## src/hw/rtl/spf_pkg.sv

```systemverilog
// -----------------------------------------------------------------------------
// spf_pkg
// Types and constants shared by the sensor packet framer modules.
// -----------------------------------------------------------------------------
package spf_pkg;

   localparam logic [7:0] MAX_PAYLOAD = 8'd128;

   localparam logic [7:0] CHAR_COLON = 8'h3A;
   localparam logic [7:0] CHAR_A     = 8'h41;
   localparam logic [7:0] CHAR_B     = 8'h42;
   localparam logic [7:0] CHAR_FOUR  = 8'h34;
   localparam logic [7:0] CHAR_TWO   = 8'h32;
   localparam logic [7:0] CHAR_STAR  = 8'h2A;
   localparam logic [7:0] CHAR_ZERO  = 8'h30;
   localparam logic [7:0] CHAR_SEMI  = 8'h3B;

   typedef struct packed {
      logic [7:0] data_byte;
      logic       packet_kind;
      logic [7:0] payload_length;
   } req_type;

   typedef struct packed {
      logic [7:0] out_byte;
      logic       end_of_run;
      logic       end_of_packet;
   } rsp_type;

   // One classified request handed from front to back.
   typedef struct packed {
      logic       has_header;
      logic       has_hund;
      logic       has_tens;
      logic       has_data;
      logic       has_trailer;
      logic       kind;
      logic [1:0] hund;
      logic [3:0] tens;
      logic [3:0] units;
      logic [7:0] data;
      logic [7:0] checksum;
   } cmd_type;

   typedef enum logic [3:0] {
      STEP_COLON,
      STEP_KIND,
      STEP_FOUR,
      STEP_TWO,
      STEP_STAR_HDR,
      STEP_HUND,
      STEP_TENS,
      STEP_UNITS,
      STEP_STAR_LEN,
      STEP_DATA,
      STEP_STAR_TRL,
      STEP_SUM,
      STEP_SEMI
   } step_type;

endpackage

```

## src/hw/rtl/spf_front.sv

```systemverilog
// -----------------------------------------------------------------------------
// spf_front
// Tracks packet state, classifies each request and builds its command.
// -----------------------------------------------------------------------------
module spf_front (
   input  logic             clock,
   input  logic             reset,
   input  logic             accept,
   input  spf_pkg::req_type req,
   output spf_pkg::cmd_type cmd
);

   logic [7:0]  remaining_ff, remaining_in;
   logic [7:0]  xor_ff, xor_in;
   logic        open_pkt;
   logic [7:0]  len_sat;
   logic [1:0]  hund;
   logic [7:0]  rest8;
   logic [6:0]  rest;
   logic [14:0] tens_prod;
   logic [3:0]  tens;
   logic [6:0]  units7;
   logic [7:0]  xor_next;

   assign open_pkt = (remaining_ff != 8'd0);
   assign len_sat  = (req.payload_length > spf_pkg::MAX_PAYLOAD) ?
                     spf_pkg::MAX_PAYLOAD : req.payload_length;

   // decimal digits: hundreds by compare, tens by reciprocal multiply
   always_comb begin
      priority if (len_sat >= 8'd200) begin
         hund = 2'd2;
      end else if (len_sat >= 8'd100) begin
         hund = 2'd1;
      end else begin
         hund = 2'd0;
      end
   end

   assign rest8     = len_sat - ((hund == 2'd2) ? 8'd200 : (hund == 2'd1) ? 8'd100 : 8'd0);
   assign rest      = rest8[6:0];
   assign tens_prod = {8'd0, rest} * 15'd205;
   assign tens      = tens_prod[14:11];
   assign units7    = rest - ({3'd0, tens} * 7'd10);
   assign xor_next  = xor_ff ^ req.data_byte;

   always_comb begin
      cmd.kind  = req.packet_kind;
      cmd.data  = req.data_byte;
      cmd.hund  = hund;
      cmd.tens  = tens;
      cmd.units = units7[3:0];
      if (open_pkt) begin
         cmd.has_header  = 1'b0;
         cmd.has_hund    = 1'b0;
         cmd.has_tens    = 1'b0;
         cmd.has_data    = 1'b1;
         cmd.has_trailer = (remaining_ff == 8'd1);
         cmd.checksum    = xor_next;
         remaining_in    = remaining_ff - 8'd1;
         xor_in          = xor_next;
      end else begin
         cmd.has_header  = 1'b1;
         cmd.has_hund    = (len_sat >= 8'd100);
         cmd.has_tens    = (len_sat >= 8'd10);
         cmd.has_data    = (len_sat != 8'd0);
         cmd.has_trailer = (len_sat <= 8'd1);
         cmd.checksum    = (len_sat == 8'd0) ? 8'd0 : req.data_byte;
         remaining_in    = (len_sat == 8'd0) ? 8'd0 : len_sat - 8'd1;
         xor_in          = (len_sat == 8'd0) ? 8'd0 : req.data_byte;
      end
   end

   always_ff @(posedge clock) begin
      if (reset) begin
         remaining_ff <= 8'd0;
         xor_ff       <= 8'd0;
      end else if (accept) begin
         remaining_ff <= remaining_in;
         xor_ff       <= xor_in;
      end
   end

   a_remaining_bound: assert property (@(posedge clock) disable iff (reset)
      remaining_ff < spf_pkg::MAX_PAYLOAD)
      else $error("remaining count beyond maximum payload");

endmodule

```

## src/hw/rtl/spf_queue.sv

```systemverilog
// -----------------------------------------------------------------------------
// spf_queue
// Small command queue between front and back.
// -----------------------------------------------------------------------------
module spf_queue #(
   parameter int DEPTH = 4
) (
   input  logic             clock,
   input  logic             reset,
   input  logic             push,
   input  spf_pkg::cmd_type push_cmd,
   input  logic             pop,
   output spf_pkg::cmd_type head,
   output logic             empty,
   output logic             full
);

   localparam int PW = (DEPTH > 1) ? $clog2(DEPTH) : 1;
   localparam int CW = $clog2(DEPTH + 1);
   localparam logic [PW-1:0] LAST_PTR = PW'(DEPTH - 1);
   localparam logic [CW-1:0] FULL_CNT = CW'(DEPTH);

   spf_pkg::cmd_type store_ff [DEPTH];
   logic [PW-1:0]    wr_ptr_ff, wr_ptr_in;
   logic [PW-1:0]    rd_ptr_ff, rd_ptr_in;
   logic [CW-1:0]    count_ff, count_in;

   assign empty = (count_ff == '0);
   assign full  = (count_ff == FULL_CNT);
   assign head  = store_ff[rd_ptr_ff];

   always_comb begin
      wr_ptr_in = wr_ptr_ff;
      rd_ptr_in = rd_ptr_ff;
      count_in  = count_ff;
      if (push) begin
         wr_ptr_in = (wr_ptr_ff == LAST_PTR) ? '0 : wr_ptr_ff + 1'b1;
      end
      if (pop) begin
         rd_ptr_in = (rd_ptr_ff == LAST_PTR) ? '0 : rd_ptr_ff + 1'b1;
      end
      if (push && !pop) begin
         count_in = count_ff + 1'b1;
      end else if (pop && !push) begin
         count_in = count_ff - 1'b1;
      end
   end

   always_ff @(posedge clock) begin
      if (reset) begin
         wr_ptr_ff <= '0;
         rd_ptr_ff <= '0;
         count_ff  <= '0;
      end else begin
         wr_ptr_ff <= wr_ptr_in;
         rd_ptr_ff <= rd_ptr_in;
         count_ff  <= count_in;
      end
   end

   always_ff @(posedge clock) begin
      if (push) begin
         store_ff[wr_ptr_ff] <= push_cmd;
      end
   end

   a_no_overflow: assert property (@(posedge clock) disable iff (reset)
      full |-> !push || pop)
      else $error("queue written while full");

   a_no_underflow: assert property (@(posedge clock) disable iff (reset)
      empty |-> !pop)
      else $error("queue read while empty");

endmodule

```

## src/hw/rtl/spf_back.sv

```systemverilog
// -----------------------------------------------------------------------------
// spf_back
// Expands each command into framed bytes into an output stage, one per cycle while that stage is not held full.
// -----------------------------------------------------------------------------
module spf_back (
   input  logic             clock,
   input  logic             reset,
   input  spf_pkg::cmd_type head,
   input  logic             q_empty,
   output logic             q_pop,
   output logic             rsp_empty,
   input  logic             rsp_pop,
   output spf_pkg::rsp_type rsp_data
);

   spf_pkg::step_type step_ff, step_in, cur_step;
   logic              active_ff, active_in;
   logic              out_valid_ff, out_valid_in;
   spf_pkg::rsp_type  out_ff, out_in;
   logic              emit;
   logic              last_step;

   assign emit = !q_empty && (!out_valid_ff || rsp_pop);

   always_comb begin
      if (active_ff) begin
         cur_step = step_ff;
      end else if (head.has_header) begin
         cur_step = spf_pkg::STEP_COLON;
      end else begin
         cur_step = spf_pkg::STEP_DATA;
      end
   end

   assign last_step = (cur_step == spf_pkg::STEP_SEMI) ||
                      ((cur_step == spf_pkg::STEP_DATA) && !head.has_trailer);

   always_comb begin
      step_in   = step_ff;
      active_in = active_ff;
      out_in    = out_ff;
      unique case (cur_step)
         spf_pkg::STEP_COLON: begin
            out_in.out_byte = spf_pkg::CHAR_COLON;
            step_in         = spf_pkg::STEP_KIND;
         end
         spf_pkg::STEP_KIND: begin
            out_in.out_byte = head.kind ? spf_pkg::CHAR_B : spf_pkg::CHAR_A;
            step_in         = spf_pkg::STEP_FOUR;
         end
         spf_pkg::STEP_FOUR: begin
            out_in.out_byte = spf_pkg::CHAR_FOUR;
            step_in         = spf_pkg::STEP_TWO;
         end
         spf_pkg::STEP_TWO: begin
            out_in.out_byte = spf_pkg::CHAR_TWO;
            step_in         = spf_pkg::STEP_STAR_HDR;
         end
         spf_pkg::STEP_STAR_HDR: begin
            out_in.out_byte = spf_pkg::CHAR_STAR;
            step_in         = head.has_hund ? spf_pkg::STEP_HUND :
                              head.has_tens ? spf_pkg::STEP_TENS : spf_pkg::STEP_UNITS;
         end
         spf_pkg::STEP_HUND: begin
            out_in.out_byte = spf_pkg::CHAR_ZERO | {6'd0, head.hund};
            step_in         = spf_pkg::STEP_TENS;
         end
         spf_pkg::STEP_TENS: begin
            out_in.out_byte = spf_pkg::CHAR_ZERO | {4'd0, head.tens};
            step_in         = spf_pkg::STEP_UNITS;
         end
         spf_pkg::STEP_UNITS: begin
            out_in.out_byte = spf_pkg::CHAR_ZERO | {4'd0, head.units};
            step_in         = spf_pkg::STEP_STAR_LEN;
         end
         spf_pkg::STEP_STAR_LEN: begin
            out_in.out_byte = spf_pkg::CHAR_STAR;
            step_in         = head.has_data ? spf_pkg::STEP_DATA : spf_pkg::STEP_STAR_TRL;
         end
         spf_pkg::STEP_DATA: begin
            out_in.out_byte = head.data;
            step_in         = spf_pkg::STEP_STAR_TRL;
         end
         spf_pkg::STEP_STAR_TRL: begin
            out_in.out_byte = spf_pkg::CHAR_STAR;
            step_in         = spf_pkg::STEP_SUM;
         end
         spf_pkg::STEP_SUM: begin
            out_in.out_byte = head.checksum;
            step_in         = spf_pkg::STEP_SEMI;
         end
         spf_pkg::STEP_SEMI: begin
            out_in.out_byte = spf_pkg::CHAR_SEMI;
            step_in         = spf_pkg::STEP_COLON;
         end
         default: begin
            out_in.out_byte = spf_pkg::CHAR_SEMI;
            step_in         = spf_pkg::STEP_COLON;
         end
      endcase
      out_in.end_of_run    = last_step;
      out_in.end_of_packet = (cur_step == spf_pkg::STEP_SEMI);
      if (emit) begin
         active_in = !last_step;
      end else begin
         step_in = step_ff;
         out_in  = out_ff;
      end
   end

   assign q_pop = emit && last_step;

   always_comb begin
      if (emit) begin
         out_valid_in = 1'b1;
      end else if (rsp_pop) begin
         out_valid_in = 1'b0;
      end else begin
         out_valid_in = out_valid_ff;
      end
   end

   always_ff @(posedge clock) begin
      if (reset) begin
         step_ff      <= spf_pkg::STEP_COLON;
         active_ff    <= 1'b0;
         out_valid_ff <= 1'b0;
      end else begin
         step_ff      <= step_in;
         active_ff    <= active_in;
         out_valid_ff <= out_valid_in;
      end
   end

   always_ff @(posedge clock) begin
      out_ff <= out_in;
   end

   assign rsp_empty = !out_valid_ff;
   assign rsp_data  = out_ff;

   a_active_has_cmd: assert property (@(posedge clock) disable iff (reset)
      active_ff |-> !q_empty)
      else $error("expansion in progress without a queued command");

   a_eop_ends_run: assert property (@(posedge clock) disable iff (reset)
      out_valid_ff && out_ff.end_of_packet |-> out_ff.end_of_run)
      else $error("frame end not at end of run");

endmodule

```

## src/hw/rtl/sensor_packet_framer.sv

```systemverilog
// -----------------------------------------------------------------------------
// sensor_packet_framer
// Frames sensor payload bytes into ':A42*'/':B42*' packets with length and
// XOR checksum for a serial link.
// -----------------------------------------------------------------------------
// Requests are classified by the front end in the cycle they are accepted and
// queued as commands (QUEUE_DEPTH entries); the back end turns each command
// into output bytes through a single output register, one byte per cycle while
// it is free or being popped. A middle payload request expands to one byte, the
// last one to four and the first one to up to eleven (seven to nine header and
// length bytes, then the payload byte, plus the trailer for a one-byte or empty
// packet). Request intake stalls only when the queue fills behind a long header
// burst or a stalled result side. Lengths above 128 are clamped to 128.
module sensor_packet_framer #(
   parameter int QUEUE_DEPTH = 4
) (
   input  logic             clock,
   input  logic             reset,
   input  logic             req_push,
   output logic             req_full,
   input  spf_pkg::req_type req_data,
   output logic             rsp_empty,
   input  logic             rsp_pop,
   output spf_pkg::rsp_type rsp_data
);

   spf_pkg::cmd_type front_cmd;
   spf_pkg::cmd_type head_cmd;
   logic             accept;
   logic             q_empty;
   logic             q_pop;

   assign accept = req_push && !req_full;

   spf_front u_front (
      .clock (clock),
      .reset (reset),
      .accept(accept),
      .req   (req_data),
      .cmd   (front_cmd)
   );

   spf_queue #(
      .DEPTH(QUEUE_DEPTH)
   ) u_queue (
      .clock   (clock),
      .reset   (reset),
      .push    (accept),
      .push_cmd(front_cmd),
      .pop     (q_pop),
      .head    (head_cmd),
      .empty   (q_empty),
      .full    (req_full)
   );

   spf_back u_back (
      .clock    (clock),
      .reset    (reset),
      .head     (head_cmd),
      .q_empty  (q_empty),
      .q_pop    (q_pop),
      .rsp_empty(rsp_empty),
      .rsp_pop  (rsp_pop),
      .rsp_data (rsp_data)
   );

endmodule
```

## config.mk

```make
export PLATFORM = sky130hd
export DESIGN_NAME = sensor_packet_framer
export DESIGN_NICKNAME = d
export VERILOG_FILES = /design/src/hw/rtl/spf_pkg.sv /design/src/hw/rtl/spf_front.sv /design/src/hw/rtl/spf_queue.sv /design/src/hw/rtl/spf_back.sv /design/src/hw/rtl/sensor_packet_framer.sv
export SDC_FILE = /design/constraint.sdc
export NUM_CORES = 1
export LEC_CHECK = 0
export ABC_AREA = 1
export BUFFER_PORTS_ARGS = -buffer_cell sky130_fd_sc_hd__buf_2
export CORE_ASPECT_RATIO = 1.2
export CORE_MARGIN = 4
export CORE_UTILIZATION = 45
export CTS_BUF_LIST = sky130_fd_sc_hd__clkbuf_2
export DETAILED_ROUTE_END_ITERATION = 16
export PLACE_DENSITY = 0.71
export SYNTH_ARGS = -nofsm -noshare
export SYNTH_HDL_FRONTEND = slang
export SYNTH_SLANG_ARGS = --single-unit
```

## constraint.sdc

```tcl
create_clock -name clock -period 8.7 [get_ports clock]
set_clock_uncertainty 0.05 [all_clocks]
set_input_delay 1.74 -clock clock [delete_from_list [all_inputs] [get_ports clock]]
set_output_delay 1.74 -clock clock [all_outputs]
set_load 0.01 [all_outputs]
```

==> impl_metrics.toml, run 1 <==
[pwr]
comb_power_share_pct = 46.6
p_seq_share_pct = 39.8
p_switching_w = 0.001297
p_leak_nw = 3.776
internal-power_w = 0.001812
power_density_nw_per_um2 = 333.5
vdd_ir_drop_max_mv = 0.2238
p_sw_share_pct = 41.71
power.share.clock_pct = 13.6

[sta]
drv_slew = 0
hold_violations = 0
fmax_ghz = 0.1349
worstMarginPinSlew_ns = 1.119
setup_tns_ns = 0
post-route-min-period_ns = 7.414
fin_hold_ws_ns = 0.4382
rsz0062_at_grt = "false"
max_slew_margin_pct = 25.25
period_share_pct = 85.21
finalSetupViolCount = 0

[floorplan]
fp.dieW_um = 134.4
die-area_um2 = 21470
ioPinCount = 33
initial_core_util_pct = 45.77
coreArea_um2 = 18860
rows = 55
fp.dieH_um = 159.7

[synthesis]
synth_warnings = 0
syn_area_per_cell_um2 = 10.05
synth_cell_types = 46
synthArstFlopShare_pct = 0
postSynthCellCount = 859
synth_edf_count = 138
syn-cell-area_um2 = 8630
yosysSeqAreaShare_pct = 55.21
ys.flop_type = "edfxtp_1"
synth_seq_cells = 169

[clock_tree]
cts.path.max_buffers = 2
ctsHoldBuffers = 0
clock_latency_ns = 0.73
clk_transition_reported_paths_ns = 0.21
cts.repair.resized = 0
post_cts_buffers = 0
tritoncts = "yes"
cts.sinks = 169
cts_root_buffer = "clkbuf_2"
cts_buffers = 17
h-tree-depth = 4

[grt]
antenna_found_initial = 1
grt_usage_pct = 17.10
use_met2_pct = 29.60
grt-ovfl-total = 0
grt_start_max_net_pins = 66
use_met3_pct = 3.151
first_global_vias = 5816
grt_first_pass_wirelength_um = 29060
met1_usage_pct = 21.47
grt_busiest_layer = "met2"

[critical_path]
cp_max_fo = 6
end_kind = "register"
worst_path_most_repeated_cell = "nand2_1"
arrival_ns = 7.90
critPathRequiredTime_ns = 9.19
worstSetupPathType = "in2reg"
slowest_stage = "fa_1"
slowest_delay_ns = 0.51
cp-start-kind = "input port"

[layout]
area_delta_synth_final_pct = 8.061
regArea_um2 = 4766
multiInputGateArea_um2 = 3379
fin_nets = 973
layout_commonest_cell = "edfxtp_1"
post-route-util_pct = 49.46
nFillCells = 1757
final_cell_mix = "edfxtp_1, nor2_1, nand2_1"
layout-drive-gt1-share_pct = 12.28

[routing]
routedWlPerCell_um = 15.39
drt_pass1_iterations = 5
drt_iter0_drc = 412
viasPerCell = 5.226
finalWirelength_um = 17860
vias = 6067
drc = 0
final_antenna_net_count = 0

[run]
drv_cap = 0

[outcome]
status = "complete, no violations"

[placement]
routabilityCongestion = 0.8700
port-buffer-count = 32
post-dp-hpwl_um = 11680

[min_path]
min_path_type = "reg2reg"
[Yosys cell counts (all sizes together), types with 2 or more instances]
master	count	share of area [%]
buf	10	0.74
nand4	7	0.51
nand2	112	5.4
xnor2	13	1.3
xor2	5	0.51
a221oi	3	0.30
fa	11	2.6
dfxtp	31	7.2
nor3	6	0.41
nor2	116	5.6
or2	4	0.29
nand3b	3	0.26
o21ai	90	5.4
o21bai	2	0.17
conb	2	0.087
a31oi	5	0.36
clkbuf	19	0.83
o22ai	22	1.6
o211ai	2	0.17
inv	107	4.7
ha	50	7.2
nand3	34	2.1
edfxtp	138	48
a21oi	58	3.4
[final timing paths]
| kind | startpoint | endpoint | slack, ns | depth (start not counted) |
|---|---|---|---|---|
| setup reg to reg | register | u_queue.count_ff[2] | 5.31 | 14 |
| hold reg to reg | u_back.step_ff[3] | u_back.step_ff[3] | 0.44 | 2 |
| hold / removal | u_back.step_ff[3] | u_back.step_ff[3] | 0.44 | 2 |
| setup / recovery | req_data[7] | u_queue.store_ff[1][19] | 1.29 | 36 |
[cell families (layout without fill, tap and decap cells)]
| logic type | after synthesis | after routing | synth area share, % |
|---|---|---|---|
| fa+ha+maj | 61 | 61 | 9.801 |
| simple gates | 283 | 283 | 14.72 |
| other cells | 2 | 7 | 0.08703 |
| compound gates | 190 | 190 | 12.14 |
| flops | 169 | 169 | 55.21 |
| buf+inv | 136 | 177 | 6.220 |
| xor+xnor | 18 | 18 | 1.827 |
[per-stage QoR]
step	area [um2]	instances	power (W)	setup WS, ns
2_1_floorplan	8645	863	0.002327	1.225
3_3_place_gp	9072	1128	0.002676	0.6896
3_5_place_dp	9072	1128	0.002714	0.5059
4_1_cts	9323	1160	0.003133	1.304
5_1_grt	9325	1161	0.003373	0.7367
6_report	9325	1161	0.003110	1.286
[flip-flops by register name (all words and copies together), names as in the netlist, named ones only]
| name | count |
|---|---|
| u_queue.wr_ptr_ff | 2 |
| u_queue.store_ff | 128 |
| u_queue.rd_ptr_ff | 2 |
| u_front.xor_ff | 8 |
| u_back.step_ff | 4 |
| u_back.rsp_data | 10 |
| u_back.out_valid_ff | 1 |
| u_back.active_ff | 1 |
| u_queue.count_ff | 3 |
| u_front.remaining_ff | 8 |
[worst max-delay path, delay by kind of cell]
family                     cells  cell delay [ns]
buffers and inverters          9             0.82
and+or+nand+nor               13             1.29
AOI/OAI and AO/OA              2             0.36
xor gates and xnor gates       3             0.66
adders and majority gates      9             3.05
[power groups by stage]
| stage | clock network [W] | registers, W | logic [W] |
|---|---|---|---|
| 6_report | 0.000423 | 0.00124 | 0.00145 |
| 5_1_grt | 0.000461 | 0.00125 | 0.00166 |
| 4_1_cts | 0.000430 | 0.00124 | 0.00146 |
| 3_5_place_dp | 0 | 0.00126 | 0.00146 |
| 3_3_place_gp | 0 | 0.00125 | 0.00142 |
| 2_1_floorplan | 0 | 0.00127 | 0.00106 |
[final cells by class]
class / count / area share, %
multi-input combinational: 558 / 36.24
inverter: 107 / 4.307
clock inverter: 13 / 1.664
timing repair buffer: 38 / 2.200
sequential: 169 / 51.11
clock buffer: 19 / 1.020
antenna: 1 / 0.02683
tap: 256 / 3.435
[routing by layer]
| metal | wire (um) | share of wire (%) |
|---|---|---|
| met5 | 0 | 0 |
| met1 | 7867 | 44 |
| met3 | 689 | 3.9 |
| met2 | 9006 | 50 |
| met4 | 299 | 1.7 |
(Power assumes the default switching activity.)
==> inputs of run 2 (changes only) <==
--- a/config.mk
+++ b/config.mk
@@ -15,4 +15,5 @@
 export PLACE_DENSITY = 0.71
 export SYNTH_ARGS = -nofsm -noshare
 export SYNTH_HDL_FRONTEND = slang
+export SYNTH_HIERARCHICAL = 1
 export SYNTH_SLANG_ARGS = --single-unit
==> run 2 against run 1 <==
Core utilization down 0.74 points. Sequential share of layout area down 1.1 points. Clock-buffer cell count down 1. Highest routed layer unchanged.
==> impl_metrics.toml, run 2 <==
[outcome]
status = "complete, no violations"

[synthesis]
synth_area_leaders = "edfxtp_1, dfxtp_1, ha_1, nor2_1, inv_1"
syn-cell-area_um2 = 8965
synth_edf_count = 138
synth_commonest_cells = "edfxtp_1, nor2_1, inv_1"
synth_seq_cells = 169
syn_area_per_cell_um2 = 9.906
synthArstFlopShare_pct = 0
synth_most_common_cell = "edfxtp_1"
yosysTopAreaCell = "edfxtp_1"
synth_cell_types = 43
synth_warnings = 6
ys.flop_type = "edfxtp_1"
yosysSeqAreaShare_pct = 53.15
synth.top_cell.area_share_pct = 46.22
postSynthCellCount = 905

[sta]
period_share_pct = 78.62
fin_hold_ws_ns = 0.4441
rsz0062_at_grt = "false"
finalSetupViolCount = 0
fmax_ghz = 0.1462
post-route-min-period_ns = 6.840
hold_violations = 0
drv_slew = 0
max_slew_margin_pct = 46.24
setup_tns_ns = 0
worstMarginPinSlew_ns = 0.8055

[clock_tree]
clk_transition_reported_paths_ns = 0.24
cts_buffers = 17
cts.sinks = 169
post_cts_buffers = 0
cts.repair.resized = 0
ctsHoldBuffers = 0
cts.path.max_buffers = 2
cts_root_buffer = "clkbuf_2"
h-tree-depth = 4
clock_latency_ns = 0.74
tritoncts = "yes"

[layout]
area_delta_synth_final_pct = 6.239
largest_reg_flops = 128
final_cell_mix = "edfxtp_1, nor2_1, inv_1"
layout-drive-gt1-share_pct = 13.07
final_cells = 1203
layout_commonest_cell = "edfxtp_1"
regMostFlops = "u_queue/store_ff"
fin_nets = 1009

[routing]
drt_pass1_iterations = 5
final_antenna_net_count = 0
vias = 6241
finalWirelength_um = 18060
drc = 0
viasPerCell = 5.188
drt_iter0_drc = 455
routedWlPerCell_um = 15.01

[run]
drv_cap = 0

[critical_path]
arrival_ns = 7.30
cp_max_fo = 6
crit_family = "adder cells"
critPathRequiredTime_ns = 9.16
slowest_delay_ns = 0.51
worst_path_most_repeated_cell = "nand2_1"
crit_buf_inv = 7
slowest_stage = "fa_1"
end_kind = "register"
worstSetupPathType = "in2reg"
cp-start-kind = "input port"

[grt]
grt_usage_pct = 17.03
first_global_vias = 6005
grt-ovfl-total = 0
grt_start_max_net_pins = 66
grt_first_pass_wirelength_um = 29730
antenna_found_initial = 1

[placement]
dpl.cell_count = 1170
post-dp-hpwl_um = 11950
port-buffer-count = 32
routabilityCongestion = 0.9042

[pwr]
power_density_nw_per_um2 = 345.4
vdd_ir_drop_max_mv = 0.1519
p_leak_nw = 3.972
total_power_w = 0.003290

[min_path]
min_path_type = "reg2reg"

[floorplan]
fp.dieW_um = 136.8
initial_core_util_pct = 45.86
die-area_um2 = 22250
fp.dieH_um = 162.6
rows = 56
ioPinCount = 33
coreArea_um2 = 19550
## run 2: metal layers
layer / up-vias / part of all wire, % / track usage, %
li1: 3132 / - / -
met1: 2920 / 44 / 21.53
met2: 162 / 49 / 28.70
met3: 27 / 5.3 / 3.770
met4: 0 / 1.7 / 6.171
met5: - / 0 / 0
## run 2: final timing paths
path	start	end	slack [ns]	depth (start not counted)
hold / removal	u_back/step_ff[1]	u_back/step_ff[1]	0.44	2
setup / recovery	req_data[7]	u_queue/store_ff[1][19]	1.86	35
setup reg to reg	register	u_queue/count_ff[1]	5.08	17
hold reg to reg	u_back/step_ff[1]	u_back/step_ff[1]	0.44	2
## run 2: cell type report
| class | count | area (um2) |
|---|---|---|
| repair buffers | 39 | 212.7 |
| fillers | 1765 | 10020 |
| clock inverters | 14 | 192.7 |
| inverters | 120 | 457.9 |
| clock buffers | 18 | 90.09 |
| multi-input cells | 581 | 3476 |
| diodes | 1 | 2.502 |
| flip-flops and latches | 169 | 4766 |
| well taps | 261 | 326.6 |
## run 2: logic make-up after synthesis
kind of cell	after synthesis	synth area share, %
AOI/OAI and AO/OA	200	13.02
xor gates and xnor gates	12	1.172
adders and majority gates	60	9.295
buffers and inverters	156	8.123
DFF	169	53.15
other	2	0.08377
and+or+nand+nor	306	15.16
## run 2: metrics by stage
step	instance area, um2	setup slack (ns)	util (%)
3_3_place_gp	9239	1.213	47.26
5_1_grt	9524	1.404	48.72
6_report	9524	1.860	48.72
3_5_place_dp	9239	1.057	47.26
4_1_cts	9522	1.951	48.71
2_1_floorplan	8969	1.658	-
## run 2: report_power, final
group | total [W] | internal [W] | switching (W)
clock network | 0.000466 | 0.000193 | 0.000273
logic | 0.00157 | 0.000507 | 0.00107
registers | 0.00125 | 0.00119 | 0.0000591
total | 0.00329 | 0.00189 | 0.00140
## run 2: worst min-delay path, stage by stage (launching register included)
cell	delay, ns
dfxtp_1	0.37
nand2_1	0.06
a21oi_1	0.06
